--- src/design/ism3d_pkg.sv ---
// ----------------------------------------------------------------------------
// ism3d_pkg - shared definitions for the 3-D Ising Metropolis engine
// Field widths, command and register codes, sequencer states and the
// control bundle passed from the sequencer to the datapath.
// ----------------------------------------------------------------------------
package ism3d_pkg;

	// lattice side length default
	localparam int SIDE_DEF = 16;

	// fixed field widths
	localparam int POS_W     = 4;
	localparam int RAND_W    = 32;
	localparam int CFG_W     = 32;
	localparam int CFG_IDX_W = 2;
	localparam int MAG_W     = 14;
	localparam int EN_W      = 15;
	localparam int RED_W     = 7;	// wide enough to hold any SIDE

	// configuration register indexes
	localparam logic [CFG_IDX_W-1:0] REG_ACCEPT_FOUR   = 2'd0;
	localparam logic [CFG_IDX_W-1:0] REG_ACCEPT_EIGHT  = 2'd1;
	localparam logic [CFG_IDX_W-1:0] REG_ACCEPT_TWELVE = 2'd2;

	// command codes; the fourth code is a no-op
	typedef enum logic [1:0] {
		CMD_LOAD    = 2'd0,
		CMD_UPDATE  = 2'd1,
		CMD_MEASURE = 2'd2
	} cmd_t;

	// sequencer states
	typedef enum logic [2:0] {
		S_IDLE,
		S_LOAD,
		S_UPD_RD,
		S_UPD_WAIT,
		S_UPD_DEC,
		S_MEAS,
		S_MEAS_WAIT,
		S_FIN
	} state_t;

	// sequencer to datapath controls
	typedef struct packed {
		logic clr;      // new item: clear accumulators and result
		logic load;     // load command: result spin is the loaded bit
		logic decide;   // update command: take the flip decision
		logic rd_self;  // read data this cycle is the centre site
		logic rd_nbr;   // read data this cycle is a neighbour site
		logic measure;  // read data belongs to a lattice walk
	} dp_ctl_t;

endpackage

--- src/design/ism3d_datapath.sv ---
// ----------------------------------------------------------------------------
// ism3d_datapath - spin accumulate and acceptance compare
// Separate adders accumulate neighbour matches and the lattice sums as
// read beats arrive; one 32-bit compare tests the random draw against the
// threshold picked by the match count.
// ----------------------------------------------------------------------------
module ism3d_datapath (
	input  logic                          clk,
	input  logic                          arst_n,
	input  ism3d_pkg::dp_ctl_t            ctl,
	input  logic                          rd_bit,
	input  logic                          spin_in,
	input  logic [ism3d_pkg::RAND_W-1:0]  rand_in,
	input  logic [ism3d_pkg::CFG_W-1:0]   acc_four,
	input  logic [ism3d_pkg::CFG_W-1:0]   acc_eight,
	input  logic [ism3d_pkg::CFG_W-1:0]   acc_twelve,
	output logic                          wr_bit,
	output logic                          res_spin,
	output logic                          res_flip,
	output logic [ism3d_pkg::MAG_W-1:0]   res_mag,
	output logic [ism3d_pkg::EN_W-1:0]    res_en
);

	localparam logic [2:0] MATCH_DE4  = 3'd4;
	localparam logic [2:0] MATCH_DE8  = 3'd5;
	localparam logic [2:0] MATCH_DE12 = 3'd6;

	logic                         s_q;
	logic [2:0]                   match_q;
	logic [ism3d_pkg::MAG_W-1:0]  mag_q;
	logic [ism3d_pkg::EN_W-1:0]   en_q;
	logic                         spin_q;
	logic                         flip_q;
	logic [ism3d_pkg::CFG_W-1:0]  thr;
	logic                         flip;

	// dE = 4*matches - 12: up to three matches always flips
	always_comb begin
		case (match_q)
			MATCH_DE4:  thr = acc_four;
			MATCH_DE8:  thr = acc_eight;
			default:    thr = acc_twelve;
		endcase
		flip = (match_q < MATCH_DE4) || (rand_in < thr);
	end

	assign wr_bit = ctl.decide ? (s_q ^ flip) : spin_in;

	// centre spin and match counter
	always_ff @(posedge clk or negedge arst_n) begin
		if (!arst_n) begin
			match_q <= '0;
		end else if (ctl.clr) begin
			match_q <= '0;
		end else if (ctl.rd_nbr && !ctl.measure && (rd_bit == s_q)) begin
			match_q <= match_q + 3'd1;
		end
	end

	always_ff @(posedge clk) begin
		if (ctl.rd_self) begin
			s_q <= rd_bit;
		end
	end

	// lattice sums; both wrap at their field widths
	always_ff @(posedge clk) begin
		if (ctl.clr) begin
			mag_q <= '0;
			en_q  <= '0;
		end else if (ctl.measure) begin
			if (ctl.rd_self) begin
				mag_q <= mag_q + (rd_bit ? ism3d_pkg::MAG_W'(1) : '1);
			end
			if (ctl.rd_nbr) begin
				en_q <= en_q + ((rd_bit == s_q) ? '1 : ism3d_pkg::EN_W'(1));
			end
		end
	end

	// per-site result bits
	always_ff @(posedge clk) begin
		if (ctl.clr) begin
			spin_q <= 1'b0;
			flip_q <= 1'b0;
		end else if (ctl.load) begin
			spin_q <= spin_in;
		end else if (ctl.decide) begin
			spin_q <= s_q ^ flip;
			flip_q <= flip;
		end
	end

	assign res_spin = spin_q;
	assign res_flip = flip_q;
	assign res_mag  = mag_q;
	assign res_en   = en_q;

	// six neighbours at most can match
	a_match_range: assert property (@(posedge clk) disable iff (!arst_n)
		match_q <= MATCH_DE12)
		else $error("neighbour match count out of range");

endmodule

--- config.mk ---
export PLATFORM = sky130hd
export DESIGN_NAME = ism3d_datapath
export DESIGN_NICKNAME = d
export VERILOG_FILES = /design/src/design/ism3d_pkg.sv /design/src/design/ism3d_datapath.sv
export SDC_FILE = /design/constraint.sdc
export NUM_CORES = 1
export LEC_CHECK = 0
export ABC_AREA = 1
export BUFFER_PORTS_ARGS = -buffer_cell sky130_fd_sc_hd__buf_2
export CAP_MARGIN = 25
export CELL_PAD_IN_SITES_DETAIL_PLACEMENT = 2
export CELL_PAD_IN_SITES_GLOBAL_PLACEMENT = 2
export CORE_AREA = 2 2 125 127
export CTS_CLUSTER_DIAMETER = 40
export DETAILED_ROUTE_END_ITERATION = 10
export DIE_AREA = 0 0 127 129
export MAX_ROUTING_LAYER = met4
export PLACE_DENSITY = 0.85
export SLEW_MARGIN = 10
export SYNTH_ARGS = -nofsm -noshare
export SYNTH_HDL_FRONTEND = slang
export SYNTH_SLANG_ARGS = --single-unit
export TNS_END_PERCENT = 10
--- constraint.sdc ---
create_clock -name clk -period 4.15 [get_ports clk]
set_clock_uncertainty 0.15 [all_clocks]
set_input_delay 0.415 -clock clk [delete_from_list [all_inputs] [get_ports clk]]
set_output_delay 0.415 -clock clk [all_outputs]
set_load 0.05 [all_outputs]
* Yosys cells after proc, flatten, opt, wreduce, memory -nomap -nowiden
Index checks and enable logic that the tools add are counted.
** Cells by class
- Add/subtract/negate cells :: 3
- Equality and inequality tests :: 3
- $lt $le $gt $ge :: 2
- Reduce and logical (&&, ||, !) cells :: 9
- Bitwise operators :: 2
- Mux-type cells :: 8
** Operator list (count)
- $pmux 32 s2 :: 1
- $lt 32x32->1 :: 1
- $add 15x15->15 :: 1
- $mux 15 :: 1
- $add 14x14->14 :: 1
- $mux 14 :: 1
- $eq 3x3->1 const B :: 2
- $mux 3 :: 2
- $reduce_and 2->1 :: 3
- $reduce_bool 2->1 :: 2
- $add 3x1->3 const B :: 1
- $lt 3x3->1 const B :: 1
- $mux 1 :: 3
- $logic_and 1x1->1 :: 2
- $eq 1x1->1 :: 1
- $logic_not 1->1 :: 1
- $logic_or 1x1->1 :: 1
- $not 1->1 :: 1
- $xor 1x1->1 :: 1
** Word-level totals
- Input port bits :: 138
- Word-level logic and storage cells :: 33
- Register bits :: 35

* Depth between registers and ports, before layout
Gate-level depths: netlist (run 1).
- Word-level depth :: 7
- Mapped depth :: 23

* Worst setup path before layout (run 1)
No wires, ideal clock.
- Path type :: register -> output
- Start :: register match_q[0]
- End :: output wr_bit
- Required time :: 3.585 ns
- Cell stages (with the launch flop) :: 18
- Setup slack :: 0.769 ns
- Buffers on the path :: 1
- Arrival time :: 2.816 ns
- Path through :: dfrtp_1 -> inv_1 -> ha_1 -> nand2_1 -> inv_1 -> nor2_1 -> clkbuf_1 -> a21oi_1 -> ha_1 -> nand4_1 -> nor3_1 -> nor4b_1 -> nand2_1 -> nand2_2 -> nand3_1 -> nand2_1 -> nand2_1 -> nand2_1
** On the way
- Cells in the longest elaborated chain, start to end :: 6
- Elaborated cells between the ends (all ways) :: 8
- Those cells by class :: 2 x order compare; 2 x eq/ne; 2 x mux; 1 x bitwise; 1 x reduce/logical
** Ends and longest elaborated chain
- start: declaration :: line ism3d_datapath.sv:29 : logic [2:0] match_q;
- start signal: assignment :: line ism3d_datapath.sv:56 : match_q <= match_q + 3'd1;
- $eq 3x3->1 :: line ism3d_datapath.sv:39 : case (match_q)
- $pmux 32 s2 :: line ism3d_datapath.sv:39
- $lt 32x32->1 :: line ism3d_datapath.sv:44 : flip = (match_q < MATCH_DE4) || (rand_in < thr);
- $logic_or 1x1->1 (*) :: line ism3d_datapath.sv:44
- $xor 1x1->1 (*) :: line ism3d_datapath.sv:47 : assign wr_bit = ctl.decide ? (s_q ^ flip) : spin_in;
- $mux 1 (*) :: line ism3d_datapath.sv:47
- end: declaration :: line ism3d_datapath.sv:17 : output logic wr_bit,
Mark *: on every way between the ends. The rest lies on a longest branch, timed or not.

* Worst setup path after layout (run 1)
Ends and elaborated chain as after synthesis.

==> impl_metrics.json, run 1 <==
{
  "first_global_vias": 4805,
  "std_cell_rows": 45,
  "yosys.area_share.simple_pct": 15.88,
  "synth_commonest_cells": "a21oi_1 (86), ha_1 (59), nand2_1 (59)",
  "synth.lib_cells_used.distinct": 41,
  "synth.mux.area_fraction_pct": 0,
  "insertedDiodeCount": 0,
  "cts_tree": "done",
  "worst-path-max-fanout": 33,
  "edff_count_synth": 1,
  "finalSetupViolations": 0,
  "core_area_um2": 14980,
  "synthesis.area_um2": 3696,
  "cellPowerDensity_nw_per_um2": 278.8,
  "layoutNonFillerInstCount": 862,
  "syn-instance-count": 510,
  "cp_num_buf_inv": 3,
  "gpl.final_weighted_congestion": 0.8607,
  "pwr-share-comb_pct": 43.8,
  "synth.net_count": 709,
  "crit_path_cell_trace": "ha_1 > nand2_4 > inv_6 > nor2_2 > buf_6 > a21oi_1 > ha_1 > nand4_1 > nor3_1 > nor4b_2 > nand2_1 > nand2_2 > nand3_1 > nand2_1 > nand2_1 > nand2_1 > buf_2",
  "grt.total_usage_pct": 18.03,
  "synthesis.area_per_instance_um2": 7.247,
  "async_flop_share_pct": 8.571,
  "timing_max_transition_violations_final": 0,
  "synthesized_area_fraction_occupied_by_xor_and_xnor_cells_pct": 5.687,
  "tightestPinTransition_ns": 0.5997,
  "worst_path_most_repeated_cell": "nand2_1",
  "pin_count": 170,
  "clockRootBuffer": "clkbuf_16",
  "grt_pass1_wl_mm": 23.37,
  "synthTopCellsByArea": "ha_1 (20%), dfxtp_1 (17%), a21oi_1 (12%), a22o_1 (7.3%), nand2_1 (6.0%)",
  "cts-buffers-inserted": 5,
  "synthDominantCellAreaShare_pct": 19.97,
  "clock_power_share_pct": 27.6,
  "initial_utilization_pct": 24.68,
  "synth_top_flop_cell": "dfxtp_1",
  "worst-endpoint-required_ns": 3.59,
  "vias": 4312,
  "yosys.cell_count.top_type": "a21oi_1",
  "max_stage_delay_ns": 0.40,
  "timing.critical_path.arrival_ns": 3.29,
  "detail_route.wl_per_cell_um": 16.59,
  "crit_type": "reg -> out",
  "peakVddDrop_v": 0.0001620,
  "cp-start-kind": "register",
  "critical_path.slowest_cell": "dfrtp_1",
  "sw_frac_of_total_pct": 40.49,
  "nNetsFinal": 872,
  "detail_route.first_pass.iterations": 4,
  "hpwlAfterDp_mm": 11.81,
  "outcome": "finished, final reports clean",
  "post-cts-setup-buffer-count": 0,
  "critical_path.top_delay_family": "simple AND/OR/NAND/NOR gates",
  "maximum_number_of_pins_on_one_net_before_global_route_repair": 34,
  "largest_family_of_logic_cells_by_synthesized_area": "compound AO/OA/AOI/OAI gates",
  "slew-limit-headroom_pct": 59.98,
  "numClockSinks": 35,
  "synth_warnings": 0,
  "power_report.internal_total_mw": 0.8125,
  "power.sequential.fraction_pct": 28.6,
  "grt_remaining_overflow": 0,
  "synth.yosys.seq_area_share_pct": 19.63,
  "cts_max_path_buffers": 2,
  "power_switching_mw": 0.5528,
  "clk_latency_ns": 0.28,
  "placement.io_buffers": 169,
  "synth_adder_area_share_pct": 21.06,
  "final_layout_size_suffix_gt1_share_pct": 28.78,
  "yosys_register_bits": 35,
  "path_clk_slew_ns": 0.06,
  "clock_tree.htree_level_count": 2,
  "layout_worst_path_cycle_share_pct": 92.83,
  "number_of_drc_violations_after_detailed_routing_iteration_0": 92,
  "die_w_um": 127,
  "route.detailed.vias_per_inst": 5.002,
  "numPlacedInstances": 853,
  "cellLeakagePower_nw": 2.631,
  "die-area_um2": 16380,
  "drv_cap": 0,
  "post-route-min-period_ns": 3.852,
  "wl_mm": 14.30,
  "die_y_um": 129,
  "drt.antenna.violating_nets": 0,
  "synth.largest_area_cell": "ha_1",
  "cp-end-kind": "output pin",
  "timing.hold.worst.class": "in -> reg",
  "clock.fmax_mhz": 259.6,
  "fin_tns_setup_ns": 0,
  "synth_compound_area_share_pct": 30.26,
  "hold_viol_final": 0,
  "unrepaired_setup_endpoints_after_global_routing": "false",
  "antenna_found_initial": 0,
  "flow.area_growth_from_synthesis_pct": 32.50,
  "drt_drc_violations_left": 0
}
## cell usage in the layout (no fill, tap or decap), types with 3 or more instances in the layout
| cell | Yosys | layout |
|---|---|---|
| nand3_1 | 11 | 11 |
| o21ai_1 | 15 | 15 |
| nand2_1 | 59 | 59 |
| inv_1 | 51 | 51 |
| xnor2_1 | 8 | 8 |
| nor2_1 | 52 | 51 |
| dfrtp_1 | 3 | 3 |
| o211ai_1 | 3 | 3 |
| a22o_1 | 31 | 31 |
| buf_2 | 0 | 169 |
| ha_1 | 59 | 59 |
| nor3_1 | 4 | 4 |
| clkbuf_1 | 16 | 3 |
| nand4_1 | 5 | 5 |
| a21oi_1 | 86 | 86 |
| o21ai_0 | 23 | 23 |
| o21a_1 | 3 | 3 |
| dfxtp_1 | 31 | 31 |
| xor2_1 | 16 | 16 |
| clkbuf_16 | 0 | 5 |
## per-layer routing
metal,share of wire (%),wire [um],global-route usage (%)
met2,53,7527,34.60
met1,41,5800,19.34
met4,1.3,182,4.331
met5,0,0,-
met3,5.5,788,2.869
## what timing repair did
action / 4_1_cts / 5_1_grt
endpoints found under the hold margin: 3 / 0
gates resized for setup: 0 / 5
hold buffers: 1 / 0
setup endpoints to repair: 0 / 1
## sequential cells by signal, indices dropped and copies added, names as in the netlist
name,count
res_mag,14
res_spin,1
res_flip,1
res_en,15
s_q,1
match_q,3
## cell type report
cell class | count | area, um^2
timing repair buffer | 173 | 889.6
inverter | 54 | 207.7
clock buffer | 8 | 136.4
sequential | 35 | 725.7
multi-input combinational | 404 | 2703
tap | 188 | 235.2
fill | 1817 | 10080
## metrics by stage
step                worst slack (ns)  util [%]  power [mW]  hold WS, ns  area (um^2)
finish                        0.2975     32.70       1.365       0.1913         4897
global route                0.003550     32.70       1.476       0.1856         4897
CTS                           0.1059     32.56       1.398       0.1801         4877
detailed placement            0.4320     31.59       1.001      0.06796         4731
global placement              0.5797     31.59      0.9641      0.06303         4731
floorplan                     0.7688         -      0.7989     -0.03059         3696
## path summary, 6_finish.rpt
path                                                from                        to  slack, ns  depth (start not counted)
min in group asynchronous                         arst_n    match_q[1]$_DFFE_PN0P_       0.33                          2
worst max register to register    match_q[0]$_DFFE_PN0P_     res_spin$_SDFFE_PP0P_       1.11                         17
worst min-delay path                              ctl[2]             s_q$_DFFE_PP_       0.19                          1
worst min register to register  res_mag[13]$_SDFFE_PP0P_  res_mag[13]$_SDFFE_PP0P_       0.33                          1
max in group asynchronous                         arst_n    match_q[2]$_DFFE_PN0P_       3.41                          2
worst max-delay path              match_q[0]$_DFFE_PN0P_                    wr_bit       0.30                         17
## power by group through the flow
stage | Combinational, mW | Sequential (mW) | Clock [mW]
final | 0.598 | 0.390 | 0.377
after global routing | 0.674 | 0.395 | 0.407
after CTS | 0.608 | 0.391 | 0.398
after detailed placement | 0.603 | 0.398 | 0
after global placement | 0.568 | 0.396 | 0
after floorplan | 0.321 | 0.478 | 0
## cell families (layout without fill, tap and decap cells)
logic type / after synthesis / after routing
and+or+nand+nor: 139 / 139
adders and majority gates: 61 / 61
buffers and inverters: 71 / 235
AOI/OAI and AO/OA: 180 / 180
xor gates and xnor gates: 24 / 24
DFF: 35 / 35
No activity file was read; power rests on OpenSTA's default activity.
==> run 2: changes to the inputs <==
PLACE_DENSITY = 0.78   (was 0.85)
==> impl_metrics.json, run 2 (same netlist as run 1, synthesis figures left out) <==
{
  "min_from": "ctl[2]",
  "crit_type": "reg -> out",
  "drt_drc_violations_left": 0,
  "clock_tree.htree_level_count": 2,
  "post-route-worst-setup-slack_ns": 0.3408,
  "peakVddDrop_v": 0.0002084,
  "critical_path.top_delay_family": "simple AND/OR/NAND/NOR gates",
  "cellLeakagePower_nw": 2.639,
  "worstHoldEndpoint": "s_q$_DFFE_PP_",
  "clk_latency_ns": 0.28,
  "crit_path_cell_trace": "inv_1 > ha_1 > nand2_1 > inv_1 > nor2_2 > buf_8 > a21oi_1 > ha_1 > nand4_1 > nor3_1 > nor4b_1 > nand2_1 > nand2_2 > nand2_1 > nand2_1 > nand2_1 > nand2_1 > nand2_1 > clkbuf_4",
  "die_w_um": 127,
  "detail_route.wl_per_cell_um": 16.18,
  "final_layout_size_suffix_gt1_share_pct": 28.78,
  "die_y_um": 129,
  "final_common_cell": "buf_2",
  "worst-endpoint-required_ns": 3.59,
  "number_of_drc_violations_after_detailed_routing_iteration_0": 98,
  "worst-path-max-fanout": 31,
  "antenna_found_initial": 0,
  "launch_instance_of_the_worst_register_to_register_path": "match_q[0]$_DFFE_PN0P_",
  "std_cell_rows": 45,
  "critical_path.slowest_cell": "dfrtp_1",
  "cellPowerDensity_nw_per_um2": 276.1,
  "hold_viol_final": 0,
  "grt_remaining_overflow": 0,
  "cts_tree": "done",
  "gpl.final_weighted_congestion": 0.8647,
  "path_clk_slew_ns": 0.06,
  "grt_pass1_wl_mm": 22.02,
  "route.detailed.vias_per_inst": 4.926,
  "largest_register_ff_count": 15,
  "tightestPinTransition_ns": 0.5829,
  "worstSetupStartpoint": "match_q[0]$_DFFE_PN0P_",
  "critical_path.reg2reg.endpoint": "res_spin$_SDFFE_PP0P_",
  "pin_count": 170,
  "timing_max_transition_violations_final": 0,
  "wl_mm": 13.95,
  "cp_num_buf_inv": 4,
  "cp-end-kind": "output pin",
  "fin_tns_setup_ns": 0,
  "drt.antenna.violating_nets": 0,
  "cts-buffers-inserted": 5,
  "slew-limit-headroom_pct": 61.10,
  "hold_depth": 1,
  "stdcell_area_um2": 4906,
  "finalSetupViolations": 0,
  "mostFrequentLayoutCells": "buf_2 (168), a21oi_1 (86), nand2_1 (59), ha_1 (59)",
  "layoutNonFillerInstCount": 862,
  "post-route-min-period_ns": 3.809,
  "outcome": "finished, final reports clean",
  "nNetsFinal": 872,
  "timing.critical_path.arrival_ns": 3.24,
  "cp-start-kind": "register",
  "timing.reg2reg.worst_path_depth": 18,
  "grt.total_usage_pct": 17.03,
  "cts_max_path_buffers": 2,
  "p_total_mw": 1.355,
  "initial_utilization_pct": 24.68,
  "hpwlAfterDp_mm": 11.41,
  "dpl-instance-area_um2": 4731,
  "clockRootBuffer": "clkbuf_16",
  "n_fill_cell": 1784,
  "insertedDiodeCount": 0,
  "drv_cap": 0,
  "clock.fmax_mhz": 262.5,
  "die-area_um2": 16380,
  "vias": 4246,
  "placement.io_buffers": 169,
  "first_global_vias": 4597,
  "place_ws_ns": 0.3848,
  "timing.hold.worst.class": "in -> reg",
  "worst_r2r_setup_slack_ns": 1.12,
  "maximum_number_of_pins_on_one_net_before_global_route_repair": 34,
  "numPlacedInstances": 853,
  "layout_worst_path_cycle_share_pct": 91.79,
  "core_area_um2": 14980,
  "flow.area_growth_from_synthesis_pct": 32.74,
  "unrepaired_setup_endpoints_after_global_routing": "false",
  "worst_path_most_repeated_cell": "nand2_1",
  "max_stage_delay_ns": 0.37,
  "detail_route.first_pass.iterations": 4,
  "numClockSinks": 35
}
run 2: repair_timing:
item | in CTS | in global routing
endpoints found under the hold margin | 3 | 0
buffers inserted | 0 | 0
gates resized for setup | 0 | 8
endpoints found under the setup margin | 0 | 1
hold buffers | 1 | 0
run 2: per-layer routing:
layer	wire length (um)	track usage, %	vias to the layer above	part of all wire [%]
li1	-	-	2118	-
met1	5924	18.94	2004	42
met2	7125	32.45	120	51
met3	825	2.994	4	5.9
met4	72	2.456	0	0.52
met5	0	-	-	0
run 2: layout make-up:
cell class	count	area, um^2	area share (%)
flip-flops and latches	35	725.7	14.79
clock inverters	1	5.005	0.1020
clock buffers	7	132.6	2.703
multi-input cells	404	2696	54.96
inverters	54	210.2	4.285
well taps	188	235.2	4.795
repair buffers	173	900.9	18.36
run 2: how the worst max path moves through the flow:
stage	to	slack (ns)	cells past startpoint
after global routing	wr_bit	0.01	18
after floorplan	wr_bit	0.77	17
after global placement	wr_bit	0.58	22
final	wr_bit	0.34	19
after CTS	wr_bit	0.09	22
after detailed placement	wr_bit	0.38	22
run 2: per-stage QoR:
| stage | hold slack [ns] | util, % |
|---|---|---|
| floorplan | -0.03059 | - |
| global placement | 0.06430 | 31.59 |
| detailed placement | 0.06638 | 31.59 |
| global route | 0.1864 | 32.76 |
| finish | 0.1993 | 32.76 |
| CTS | 0.1878 | 32.57 |
run 2: report_power, final:
part           leakage (nW)  total [mW]  internal [mW]  switching, mW
Combinational          2.26       0.595          0.223          0.371
Sequential            0.307       0.390          0.366         0.0242
Clock                0.0679       0.370          0.222          0.148
