### src/design/ism3d_pkg.sv
// ----------------------------------------------------------------------------
// ism3d_pkg - shared definitions for the 3-D Ising Metropolis engine
// Field widths, command and register codes, sequencer states and the
// control bundle passed from the sequencer to the datapath.
// ----------------------------------------------------------------------------
package ism3d_pkg;

	// lattice side length default
	localparam int SIDE_DEF = 16;

	// fixed field widths
	localparam int POS_W     = 4;
	localparam int RAND_W    = 32;
	localparam int CFG_W     = 32;
	localparam int CFG_IDX_W = 2;
	localparam int MAG_W     = 14;
	localparam int EN_W      = 15;
	localparam int RED_W     = 7;	// wide enough to hold any SIDE

	// configuration register indexes
	localparam logic [CFG_IDX_W-1:0] REG_ACCEPT_FOUR   = 2'd0;
	localparam logic [CFG_IDX_W-1:0] REG_ACCEPT_EIGHT  = 2'd1;
	localparam logic [CFG_IDX_W-1:0] REG_ACCEPT_TWELVE = 2'd2;

	// command codes; the fourth code is a no-op
	typedef enum logic [1:0] {
		CMD_LOAD    = 2'd0,
		CMD_UPDATE  = 2'd1,
		CMD_MEASURE = 2'd2
	} cmd_t;

	// sequencer states
	typedef enum logic [2:0] {
		S_IDLE,
		S_LOAD,
		S_UPD_RD,
		S_UPD_WAIT,
		S_UPD_DEC,
		S_MEAS,
		S_MEAS_WAIT,
		S_FIN
	} state_t;

	// sequencer to datapath controls
	typedef struct packed {
		logic clr;      // new item: clear accumulators and result
		logic load;     // load command: result spin is the loaded bit
		logic decide;   // update command: take the flip decision
		logic rd_self;  // read data this cycle is the centre site
		logic rd_nbr;   // read data this cycle is a neighbour site
		logic measure;  // read data belongs to a lattice walk
	} dp_ctl_t;

endpackage

### src/design/ism3d_ctrl.sv
// ----------------------------------------------------------------------------
// ism3d_ctrl - command sequencer and address generator
// Steps through the reads of one update (centre then six neighbours) or
// the walk of a measure (each site and its three forward neighbours),
// issuing one spin RAM read a cycle and tagging the returning beats.
// ----------------------------------------------------------------------------
module ism3d_ctrl #(
	parameter int SIDE = 16
) (
	input  logic                      clk,
	input  logic                      arst_n,
	input  logic                      start,
	input  ism3d_pkg::cmd_t           cmd,
	input  logic [$clog2(SIDE)-1:0]   px,
	input  logic [$clog2(SIDE)-1:0]   py,
	input  logic [$clog2(SIDE)-1:0]   pz,
	input  logic                      out_free,
	output logic                      busy,
	output logic                      fin,
	output ism3d_pkg::dp_ctl_t        ctl,
	output logic                      mem_we,
	output logic [3*$clog2(SIDE)-1:0] mem_waddr,
	output logic                      mem_re,
	output logic [3*$clog2(SIDE)-1:0] mem_raddr
);

	localparam int CW = $clog2(SIDE);
	localparam logic [CW-1:0] LAST = CW'(SIDE - 1);
	localparam logic [2:0] UPD_LAST = 3'd6;
	localparam logic [1:0] SUB_LAST = 2'd3;

	ism3d_pkg::state_t state_q, state_d;

	logic [2:0]    k_q;
	logic [1:0]    sub_q;
	logic [CW-1:0] wx_q, wy_q, wz_q;
	logic          self_s1, nbr_s1;
	logic          site_end, walk_end;

	function automatic logic [CW-1:0] inc_c(input logic [CW-1:0] c);
		return (c == LAST) ? '0 : c + 1'b1;
	endfunction

	function automatic logic [CW-1:0] dec_c(input logic [CW-1:0] c);
		return (c == '0) ? LAST : c - 1'b1;
	endfunction

	assign site_end = (sub_q == SUB_LAST);
	assign walk_end = site_end && (wx_q == LAST) && (wy_q == LAST) && (wz_q == LAST);

	// state register
	always_ff @(posedge clk or negedge arst_n) begin
		if (!arst_n) begin
			state_q <= ism3d_pkg::S_IDLE;
		end else begin
			state_q <= state_d;
		end
	end

	// next state and strobes
	always_comb begin
		state_d = state_q;
		busy    = 1'b1;
		fin     = 1'b0;
		mem_we  = 1'b0;
		mem_re  = 1'b0;
		unique case (state_q)
			ism3d_pkg::S_IDLE: begin
				busy = 1'b0;
				if (start) begin
					unique case (cmd)
						ism3d_pkg::CMD_LOAD:    state_d = ism3d_pkg::S_LOAD;
						ism3d_pkg::CMD_UPDATE:  state_d = ism3d_pkg::S_UPD_RD;
						ism3d_pkg::CMD_MEASURE: state_d = ism3d_pkg::S_MEAS;
						default:                state_d = ism3d_pkg::S_FIN;
					endcase
				end
			end
			ism3d_pkg::S_LOAD: begin
				mem_we  = 1'b1;
				state_d = ism3d_pkg::S_FIN;
			end
			ism3d_pkg::S_UPD_RD: begin
				mem_re = 1'b1;
				if (k_q == UPD_LAST) begin
					state_d = ism3d_pkg::S_UPD_WAIT;
				end
			end
			ism3d_pkg::S_UPD_WAIT: begin
				state_d = ism3d_pkg::S_UPD_DEC;
			end
			ism3d_pkg::S_UPD_DEC: begin
				mem_we  = 1'b1;
				state_d = ism3d_pkg::S_FIN;
			end
			ism3d_pkg::S_MEAS: begin
				mem_re = 1'b1;
				if (walk_end) begin
					state_d = ism3d_pkg::S_MEAS_WAIT;
				end
			end
			ism3d_pkg::S_MEAS_WAIT: begin
				state_d = ism3d_pkg::S_FIN;
			end
			ism3d_pkg::S_FIN: begin
				if (out_free) begin
					fin     = 1'b1;
					state_d = ism3d_pkg::S_IDLE;
				end
			end
			default: begin
				state_d = ism3d_pkg::S_IDLE;
			end
		endcase
	end

	// update read counter and lattice walk counters
	always_ff @(posedge clk or negedge arst_n) begin
		if (!arst_n) begin
			k_q   <= '0;
			sub_q <= '0;
			wx_q  <= '0;
			wy_q  <= '0;
			wz_q  <= '0;
		end else if (start) begin
			k_q   <= '0;
			sub_q <= '0;
			wx_q  <= '0;
			wy_q  <= '0;
			wz_q  <= '0;
		end else if (state_q == ism3d_pkg::S_UPD_RD) begin
			k_q <= k_q + 3'd1;
		end else if (state_q == ism3d_pkg::S_MEAS) begin
			sub_q <= sub_q + 2'd1;
			if (site_end) begin
				wz_q <= inc_c(wz_q);
				if (wz_q == LAST) begin
					wy_q <= inc_c(wy_q);
					if (wy_q == LAST) begin
						wx_q <= inc_c(wx_q);
					end
				end
			end
		end
	end

	// read address: centre first, then neighbours
	always_comb begin
		mem_raddr = {wx_q, wy_q, wz_q};
		if (state_q == ism3d_pkg::S_UPD_RD) begin
			case (k_q)
				3'd1:    mem_raddr = {inc_c(px), py, pz};
				3'd2:    mem_raddr = {dec_c(px), py, pz};
				3'd3:    mem_raddr = {px, inc_c(py), pz};
				3'd4:    mem_raddr = {px, dec_c(py), pz};
				3'd5:    mem_raddr = {px, py, inc_c(pz)};
				3'd6:    mem_raddr = {px, py, dec_c(pz)};
				default: mem_raddr = {px, py, pz};
			endcase
		end else begin
			case (sub_q)
				2'd1:    mem_raddr = {inc_c(wx_q), wy_q, wz_q};
				2'd2:    mem_raddr = {wx_q, inc_c(wy_q), wz_q};
				2'd3:    mem_raddr = {wx_q, wy_q, inc_c(wz_q)};
				default: mem_raddr = {wx_q, wy_q, wz_q};
			endcase
		end
	end

	assign mem_waddr = {px, py, pz};

	// tag each read beat for the cycle its data returns
	always_ff @(posedge clk or negedge arst_n) begin
		if (!arst_n) begin
			self_s1 <= 1'b0;
			nbr_s1  <= 1'b0;
		end else begin
			self_s1 <= ((state_q == ism3d_pkg::S_UPD_RD) && (k_q == '0))
				|| ((state_q == ism3d_pkg::S_MEAS) && (sub_q == '0));
			nbr_s1  <= ((state_q == ism3d_pkg::S_UPD_RD) && (k_q != '0))
				|| ((state_q == ism3d_pkg::S_MEAS) && (sub_q != '0));
		end
	end

	assign ctl.clr     = start;
	assign ctl.load    = (state_q == ism3d_pkg::S_LOAD);
	assign ctl.decide  = (state_q == ism3d_pkg::S_UPD_DEC);
	assign ctl.rd_self = self_s1;
	assign ctl.rd_nbr  = nbr_s1;
	assign ctl.measure = (state_q == ism3d_pkg::S_MEAS) || (state_q == ism3d_pkg::S_MEAS_WAIT);

	// the centre read returns the cycle after it is issued
	a_self_tag: assert property (@(posedge clk) disable iff (!arst_n)
		(state_q == ism3d_pkg::S_UPD_RD && k_q == '0) |=> ctl.rd_self)
		else $error("centre read beat not tagged");

	// a walk ends only on the last site's last beat
	a_walk_end: assert property (@(posedge clk) disable iff (!arst_n)
		(state_q == ism3d_pkg::S_MEAS && state_d != ism3d_pkg::S_MEAS)
		|-> (sub_q == SUB_LAST && wx_q == LAST && wy_q == LAST && wz_q == LAST))
		else $error("lattice walk left early");

	// decision follows the last neighbour beat
	a_dec_after_wait: assert property (@(posedge clk) disable iff (!arst_n)
		(state_q == ism3d_pkg::S_UPD_DEC) |-> ($past(state_q) == ism3d_pkg::S_UPD_WAIT
		&& $past(ctl.rd_nbr)))
		else $error("update decided before all neighbours were read");

	// no memory write while a read beat is in flight
	a_no_rw_overlap: assert property (@(posedge clk) disable iff (!arst_n)
		mem_we |-> !(ctl.rd_self || ctl.rd_nbr))
		else $error("spin write during a read sequence");

endmodule

### config.mk
export PLATFORM = sky130hd
export DESIGN_NAME = ism3d_ctrl
export DESIGN_NICKNAME = d
export VERILOG_FILES = /design/src/design/ism3d_pkg.sv /design/src/design/ism3d_ctrl.sv
export SDC_FILE = /design/constraint.sdc
export NUM_CORES = 1
export LEC_CHECK = 0
export BUFFER_PORTS_ARGS = -buffer_cell sky130_fd_sc_hd__buf_4
export CAP_MARGIN = 40
export CORE_MARGIN = 3
export CORE_UTILIZATION = 49
export DETAILED_ROUTE_END_ITERATION = 8
export GPL_TIMING_DRIVEN = 1
export PLACE_DENSITY = 0.76
export SLEW_MARGIN = 30
export SYNTH_ARGS = -nofsm -noshare
export SYNTH_HDL_FRONTEND = slang
export SYNTH_SLANG_ARGS = --single-unit
export TNS_END_PERCENT = 30
### constraint.sdc
create_clock -name clk -period 5 [get_ports clk]
set_input_delay 1 -clock clk [delete_from_list [all_inputs] [get_ports clk]]
set_output_delay 1 -clock clk [all_outputs]
set_load 0.05 [all_outputs]
Yosys cells after proc, flatten, opt, wreduce, memory -nomap -nowiden

Index checks and enable logic that the tools add are counted.

Bits in registers: 22
Input port bits: 18
Output and inout port bits: 34
Logic and storage cells: 123

$add $sub $neg: 11
Eq/ne operators: 29
Muxes and demuxes: 43
Reduce and logical (&&, ||, !) cells: 32

Operator list:

| kind                                                                  | number |
|---|---|
| 4-bit two-way mux                                                     | 24 |
| 12-bit one-hot mux with 6 select lines                                | 1 |
| 12-bit one-hot mux with 3 select lines                                | 1 |
| 4-bit by 1-bit adder with 4-bit output, second input constant         | 6 |
| 4-bit equality test, second input constant                            | 6 |
| 3-bit equality test, second input constant                            | 7 |
| 3-bit two-way mux                                                     | 6 |
| 3-bit one-hot mux with 6 select lines                                 | 1 |
| 3-bit by 2-bit equality test with 1-bit output, second input constant | 4 |
| 4-bit logical NOT                                                     | 3 |
| 12-bit two-way mux                                                    | 1 |
| 2-bit nonzero test                                                    | 6 |
| 4-bit by 1-bit subtractor with 4-bit output, second input constant    | 3 |
| 2-bit inequality test, second input constant                          | 5 |
| 3-bit one-hot mux with 3 select lines                                 | 1 |
| 4-bit AND reduction                                                   | 2 |
| 1-bit logical AND                                                     | 7 |
| 2-bit equality test, second input constant                            | 3 |
| 3-bit by 1-bit equality test with 1-bit output, second input constant | 2 |
| 3-bit logical NOT                                                     | 2 |
| 2-bit two-way mux                                                     | 3 |
| 1-bit two-way mux                                                     | 5 |
| 5-bit AND reduction                                                   | 1 |
| 2-bit by 1-bit equality test with 1-bit output, second input constant | 2 |
| 9 further kinds                                                       | 13 |

Logic depth before layout (Yosys ltp)

Gate-level depths: netlist of run 1.

Word-level depth: 8
Depth in mapped cells: 7
Mapped depth without buffers: 6

Worst setup path after synthesis of run 1

Ideal clock, no wire load.

Path kind: in2out
From: input port py[0]
To: output port mem_raddr[7]
Arrival: 2.626 ns
Required time: 4.000 ns
Setup slack: 1.374 ns
Stages on the path: 6
Buffers on the path: 0
Cells stage by stage: inv_1 -> ha_1 -> o21bai_1 -> a21oi_1 -> a311o_1 -> a32oi_1

Word-level cells in the longest chain between the ends: 4
Elaborated cells on any way between the ends: 8
Classes of those cells: add/sub: 2; eq/ne: 1; mux: 4; reduce/logical: 1

Ends and longest elaborated chain:

| what                                                                | RTL line                           | source |
|---|---|---|
| start, declared                                                     | ism3d_ctrl.sv:15                   | `input logic [$clog2(SIDE)-1:0] py,` |
| 4-bit by 1-bit subtractor with 4-bit output (tied with other cells) | ism3d_ctrl.sv:45                   | `return (c == '0) ? LAST : c - 1'b1;` |
| 4-bit two-way mux, on equally long branches                         | ism3d_ctrl.sv:45, ism3d_ctrl.sv:41 |  |
| 12-bit one-hot mux with 6 select lines (*)                          | ism3d_ctrl.sv:151                  | `case (k_q)` |
| 12-bit two-way mux (*)                                              | ism3d_ctrl.sv:150                  | `if (state_q == ism3d_pkg::S_UPD_RD) begin` |
| end, declared                                                       | ism3d_ctrl.sv:24                   | `output logic [3*$clog2(SIDE)-1:0] mem_raddr` |

Mark *: on every way between the ends. The rest lies on a longest branch, timed or not.

Worst setup path in the final report of run 1

From: register k_q[2]
To: output port mem_raddr[10]

Word-level cells in the longest chain between the ends: 3
Elaborated cells on any way between the ends: 8
Classes of those cells: eq/ne: 6; mux: 2

Ends and longest elaborated chain:

| what                                        | RTL line          | source |
|---|---|---|
| start, declared                             | ism3d_ctrl.sv:34  | `logic [2:0] k_q;` |
| start signal, assigned                      | ism3d_ctrl.sv:132 | `k_q <= k_q + 3'd1;` |
| 3-bit equality test (tied with other cells) | ism3d_ctrl.sv:151 |  |
| 12-bit one-hot mux with 6 select lines (*)  | ism3d_ctrl.sv:151 |  |
| 12-bit two-way mux (*)                      | ism3d_ctrl.sv:150 |  |

Marked as above.

==> flow_metrics.py, run 1 <==
metrics = {
    "critical_path": {
        "max_stage_delay_ns": 0.64,
        "r2r-end": "state_q[1]",
        "reg2reg_depth": 4,
        "slowest_stage": "dfrtp_1",
        "endpoint_kind": "primary output",
        "cp-startpoint": "k_q[2]",
        "timing.rr.start": "state_q[1]",
        "critPathArrivalTime_ns": 2.53,
        "critPathLaunchType": "register",
        "cp_top_family": "flip-flops",
        "worst-r2r-setup-slack_ns": 3.17,
        "cp_max_fo": 15,
        "path_cells": "inv_1 > ha_1 > or3_4 > o21a_1 > o32a_1 > buf_4",
        "crit_type": "register to primary output",
        "worst_ep_required_time_ns": 4.00,
        "cp_num_buf_inv": 2,
    },
    "die": {
        "io_pins": 52,
        "core_mm2": 0.004444,
        "die_area_mm2": 0.005543,
        "floorplan.initialDensity_pct": 51.66,
        "die_y_um": 74.45,
        "rows": 24,
        "die_w_um": 74.45,
    },
    "worst_hold_path": {
        "min_path_type": "register to register",
        "hold_path_end": "k_q[0]",
        "min_path_cells": 2,
        "min-delay-start": "k_q[0]",
    },
    "global_routing": {
        "grt_pass1_vias": 2021,
        "grt_max_degree": 27,
        "grt_pass1_wl_um": 9459,
        "grt.overflow.total": 0,
        "grtUsageTotal_pct": 21.72,
        "antenna_found_initial": 0,
    },
    "synth": {
        "ys.flop_type": "dfrtp_1",
        "seq_area_frac_synth_pct": 23.98,
        "synth.distinct_cells": 56,
        "synthArstFlopShare_pct": 100.0,
        "synth_edf_count": 0,
        "syn_avg_cell_area_um2": 7.863,
        "synth_top_area_share_pct": 23.98,
        "ys_warn_count": 0,
        "synth_area_mm2": 0.002296,
        "ys_seq_elements": 22,
        "synth_cells": 292,
        "yosysTopAreaCell": "dfrtp_1",
        "yosysMostFrequentCell": "nor2_1",
        "yosys-top-cells-count": "nor2_1 (31), a21oi_1 (25), dfrtp_1 (22)",
        "ys_top_cells_by_area": "dfrtp_1 (24%), ha_1 (9.8%), a21oi_1 (5.4%), nor2_1 (5.1%), buf_4 (4.9%)",
        "syn-num-nets": 328,
    },
    "drt": {
        "ant_nets": 0,
        "wire_per_inst_um": 15.40,
        "routed_wl_um": 5729,
        "dr.first_iter.drc_count": 244,
        "routed_via_density": 5.970,
        "via_count": 2221,
        "drt_first_pass_iters": 4,
        "route.detailed.drc": 0,
    },
    "sta": {
        "setup_viol": 0,
        "period_share_pct": 70.66,
        "relSlewSlack_pct": 69.04,
        "postLayoutSetupSlackWorst_ns": 1.467,
        "skew_ns": 0.006283,
        "max_freq_mhz": 283.0,
        "rsz0062_at_grt": "no",
        "min_period_ns": 3.533,
        "hold_viol": 0,
        "tightest_slew_ns": 0.4595,
        "slew_violations": 0,
        "fin_tns_setup_ns": 0,
    },
    "power": {
        "p_per_area_mw_per_mm2": 404.4,
        "ir_drop_v": 0.0002945,
        "power.leakage_nw": 1.235,
        "total_power_mw": 1.072,
    },
    "cts": {
        "htreeDepth": 1,
        "cts_sinks": 22,
        "clk_pin_slew_ns": 0.08,
        "cts_hold_buf": 0,
        "tritoncts": "done",
        "cts_buffer_depth": 2,
        "worstSkewPairLatency_ns": 0.27,
        "cts-root-buf": "clkbuf_8",
        "cts-resized-gates": 0,
        "post_cts_buffers": 0,
        "cts_inserted_buffers": 3,
    },
    "cells_and_area": {
        "fillCellCount": 432,
        "drive_above_1_share_pct": 18.75,
        "fin_util_pct": 59.66,
        "nets": 357,
        "area_delta_synth_final_pct": 15.48,
        "n_antenna_cell": 0,
    },
    "placed_design": {
        "numPortBuffers": 51,
        "gp_congestion": 0.9601,
        "dpl.hpwl_um": 4162,
        "dpl_worst_slack_ns": 1.621,
    },
    "run": {
        "maxCapViolCount": 0,
    },
    "run_status": {
        "status": "completed",
    },
}
==> per-layer routing <==
layer / vias to the layer above / GRT usage (%) / share of wire (%)
li1: 1109 / - / -
met5: - / 0 / 0
met3: 6 / 2.162 / 6.8
met1: 1022 / 29.01 / 43
met4: 0 / 6.917 / 1.2
met2: 84 / 36.88 / 49
==> worst max path at each step <==
stage / to / slack [ns] / cells after the start
after detailed placement: mem_raddr[7] / 1.62 / 8
after CTS: mem_raddr[10] / 1.47 / 6
after global routing: mem_raddr[10] / 1.36 / 6
after floorplan: mem_raddr[7] / 1.37 / 6
after global placement: mem_raddr[7] / 1.68 / 8
final: mem_raddr[10] / 1.47 / 6
==> sequential cells by signal, summed over array words and instances (netlist names) <==
name,flops
wx_q,4
wz_q,4
self_s1,1
k_q,3
state_q,3
nbr_s1,1
sub_q,2
wy_q,4
==> worst register-to-register path, cell delays in order (launching register included) <==
cell and delay [ns]:
dfrtp_1 0.55, nand3b_1 0.39, a41o_1 0.30, o211ai_1 0.14, mux2_2 0.36
==> kinds of logic (layout without fill, tap and decap cells) <==
kind of cell               Yosys count  after routing  synth area share, %
buffers and inverters               47             75                10.57
muxes                                8              8                3.542
adders and majority gates           18             18                9.809
and+or+nand+nor                    100            100                22.67
DFF                                 22             22                23.98
AOI/OAI and AO/OA                   85             85                24.85
xor gates and xnor gates            12             12                4.578
==> cell usage in the layout (no fill, tap or decap), drive strengths merged, types with 2 or more instances in the layout <==
| cell type | n |
|---|---|
| buf | 52 |
| nor2 | 32 |
| a21oi | 25 |
| dfrtp | 22 |
| inv | 19 |
| ha | 18 |
| nand2 | 14 |
| nand3 | 13 |
| o21ai | 12 |
| a221oi | 8 |
| xor2 | 8 |
| mux2i | 7 |
| nor2b | 6 |
| a31oi | 6 |
| or3 | 6 |
| nor3 | 4 |
| nand2b | 4 |
| xnor2 | 4 |
| and3 | 4 |
| o21a | 3 |
| and2 | 3 |
| o21bai | 3 |
| a211oi | 3 |
| clkbuf | 3 |
| nor3b | 2 |
| o22ai | 2 |
| or4b | 2 |
| a311o | 2 |
| a22oi | 2 |
| o211ai | 2 |
| a21o | 2 |
| a21boi | 2 |
| a2bb2oi | 2 |
| nand4 | 2 |
| nand4b | 2 |
==> report_power, final <==
group	leakage, nW	total (mW)	internal [mW]	switching [mW]
Clock	0.0357	0.173	0.107	0.0655
Sequential	0.296	0.254	0.203	0.0516
Combinational	0.903	0.645	0.218	0.427
Total	1.23	1.07	0.528	0.545
==> final cells by class <==
class	instances	area, um2	share of cell area [%]
clock buffer	3	41.29	1.557
clock inverter	1	30.03	1.133
multi-input combinational	223	1503	56.68
timing repair buffer	52	390.4	14.72
tap	52	65.06	2.454
inverter	19	71.32	2.690
sequential	22	550.5	20.76
==> stage by stage <==
step	hold WS (ns)	cells	cell area, um2
final	0.5721	372	2651
after floorplan	0.5393	292	2296
after detailed placement	0.5633	368	2580
after global placement	0.5564	368	2580
after CTS	0.5766	372	2651
after global routing	0.6132	372	2651
(Power assumes the default switching activity.)
==> run 2, diff against run 1 <==
--- a/config.mk
+++ b/config.mk
@@ -11,7 +11,7 @@
 export CORE_UTILIZATION = 49
 export DETAILED_ROUTE_END_ITERATION = 8
 export GPL_TIMING_DRIVEN = 1
-export PLACE_DENSITY = 0.76
+export PLACE_DENSITY = 0.79
 export SLEW_MARGIN = 30
 export SYNTH_ARGS = -nofsm -noshare
 export SYNTH_HDL_FRONTEND = slang
==> constraint.sdc (replaced) <==
create_clock -name clk -period 3.15 [get_ports clk]
set_input_delay 0.63 -clock clk [delete_from_list [all_inputs] [get_ports clk]]
set_output_delay 0.63 -clock clk [all_outputs]
set_load 0.05 [all_outputs]
==> run 2 against run 1 <==
- first-iteration DRC count shrank 48%
- register-to-register slack lost 1.9 ns
- sequential power grew 56%
- via count shrank 0.23%
- die area is the same
- non-clock buffer count grew 2
- setup slack lost 1.3 ns
==> flow_metrics.py, run 2 (synthesis gave the netlist of run 1 again) <==
metrics = {
    "cells_and_area": {
        "area_delta_synth_final_pct": 15.42,
        "layout_commonest_cell": "buf_4",
        "drive_above_1_share_pct": 19.25,
        "fillCellCount": 421,
        "stdcell_area_mm2": 0.002650,
        "nets": 359,
        "n_antenna_cell": 0,
        "fin_util_pct": 59.63,
        "instances_no_fill": 374,
        "reg.largest.list": "wx_q (4), wy_q (4), wz_q (4)",
        "final_cell_mix": "buf_4 (54), nor2_1 (31), a21oi_1 (25)",
    },
    "critical_path": {
        "worst_ep_required_time_ns": 2.52,
        "cp_num_buf_inv": 2,
        "cp_top_family": "compound AO/OA/AOI/OAI gates",
        "critPathLaunchType": "register",
        "critPathArrivalTime_ns": 2.33,
        "max_stage_delay_ns": 0.42,
        "endpoint_kind": "primary output",
        "slowest_stage": "dfrtp_1",
        "path_cells": "inv_1 > ha_1 > nor2_2 > or3_4 > o21a_1 > o32a_1 > buf_4",
        "crit_type": "register to primary output",
        "cp_max_fo": 8,
    },
    "worst_hold_path": {
        "min_path_type": "input pin to async pin",
    },
    "cts": {
        "worstSkewPairLatency_ns": 0.27,
        "cts_buffer_depth": 2,
        "cts-resized-gates": 0,
        "cts_inserted_buffers": 3,
        "post_cts_buffers": 0,
        "cts_hold_buf": 0,
        "htreeDepth": 1,
        "cts-root-buf": "clkbuf_8",
        "tritoncts": "done",
        "cts_sinks": 22,
        "clk_pin_slew_ns": 0.08,
    },
    "sta": {
        "max_freq_mhz": 337.9,
        "relSlewSlack_pct": 62.62,
        "tightest_slew_ns": 0.5607,
        "rsz0062_at_grt": "no",
        "period_share_pct": 93.94,
        "setup_viol": 0,
        "hold_viol": 0,
        "slew_violations": 0,
        "min_period_ns": 2.959,
        "fin_tns_setup_ns": 0,
        "skew_ns": 0.001397,
    },
    "run_status": {
        "status": "completed",
    },
    "global_routing": {
        "grt_pass1_vias": 2059,
        "grtUsageTotal_pct": 20.93,
        "antenna_found_initial": 0,
        "grt_max_degree": 23,
        "grt_pass1_wl_um": 9183,
        "grt.overflow.total": 0,
    },
    "die": {
        "io_pins": 52,
        "die_area_mm2": 0.005543,
        "core_mm2": 0.004444,
        "die_w_um": 74.45,
        "floorplan.initialDensity_pct": 51.66,
        "die_y_um": 74.45,
        "rows": 24,
    },
    "power": {
        "ir_drop_v": 0.0006175,
        "p_per_area_mw_per_mm2": 620.7,
        "power.leakage_nw": 1.239,
    },
    "drt": {
        "routed_wl_um": 5592,
        "routed_via_density": 5.925,
        "drt_first_pass_iters": 4,
        "dr.first_iter.drc_count": 128,
        "route.detailed.drc": 0,
        "via_count": 2216,
        "ant_nets": 0,
        "wire_per_inst_um": 14.95,
    },
    "placed_design": {
        "dpl.hpwl_um": 4176,
        "placed_cell_area_mm2": 0.002595,
        "dpl.cell_count": 370,
        "numPortBuffers": 51,
        "gp_congestion": 0.9574,
    },
    "run": {
        "maxCapViolCount": 0,
    },
}
[run 2: changes by cell type in the layout (fill, tap and decap cells not counted), sizes merged]
cell / previous run / this run
bufinv: 1 / 0
buf: 52 / 54
clkbuf: 3 / 4
[run 2: worst paths after layout]
kind | from | to | slack, ns | depth (start not counted)
worst min register to register | k_q[1] | k_q[1] | 0.59 | 2
min in group clk | k_q[1] | k_q[1] | 0.59 | 2
max in group asynchronous | arst_n | k_q[2] | 2.68 | 1
worst max-delay path | k_q[0] | mem_raddr[10] | 0.19 | 7
worst max register to register | state_q[1] | state_q[1] | 1.31 | 4
worst min-delay path | arst_n | wx_q[3] | 0.23 | 1
[run 2: stage by stage]
step                      hold WS, ns  power, mW  worst slack (ns)
after CTS                      0.2427      1.653            0.1854
after floorplan                0.3344      1.174            0.2519
after global placement         0.5427      1.425            0.5586
final                          0.2347      1.645            0.1907
after detailed placement       0.5423      1.436            0.5090
after global routing           0.2523      1.746           0.04469
[run 2: power by group]
group,switching [mW],internal [mW],leakage (nW)
Combinational,0.685,0.354,0.914
Sequential,0.0733,0.322,0.296
Clock,0.0988,0.112,0.0288
Total,0.857,0.788,1.24
[run 2: layout make-up]
type / count / area [um2] / share of cell area [%]
sequential: 22 / 550.5 / 20.77
clock buffer: 4 / 55.05 / 2.077
inverter: 19 / 71.32 / 2.691
tap: 52 / 65.06 / 2.455
timing repair buffer: 54 / 405.4 / 15.30
multi-input combinational: 223 / 1503 / 56.70
[run 2: routing by layer]
layer  vias to the layer above  share of wire (%)  global-route usage [%]
li1                       1115                  -                       -
met1                      1020                 47                   28.10
met5                         -                  0                       0
met2                        71                 46                   33.85
met4                         0                1.9                   9.289
met3                        10                5.7                   2.297
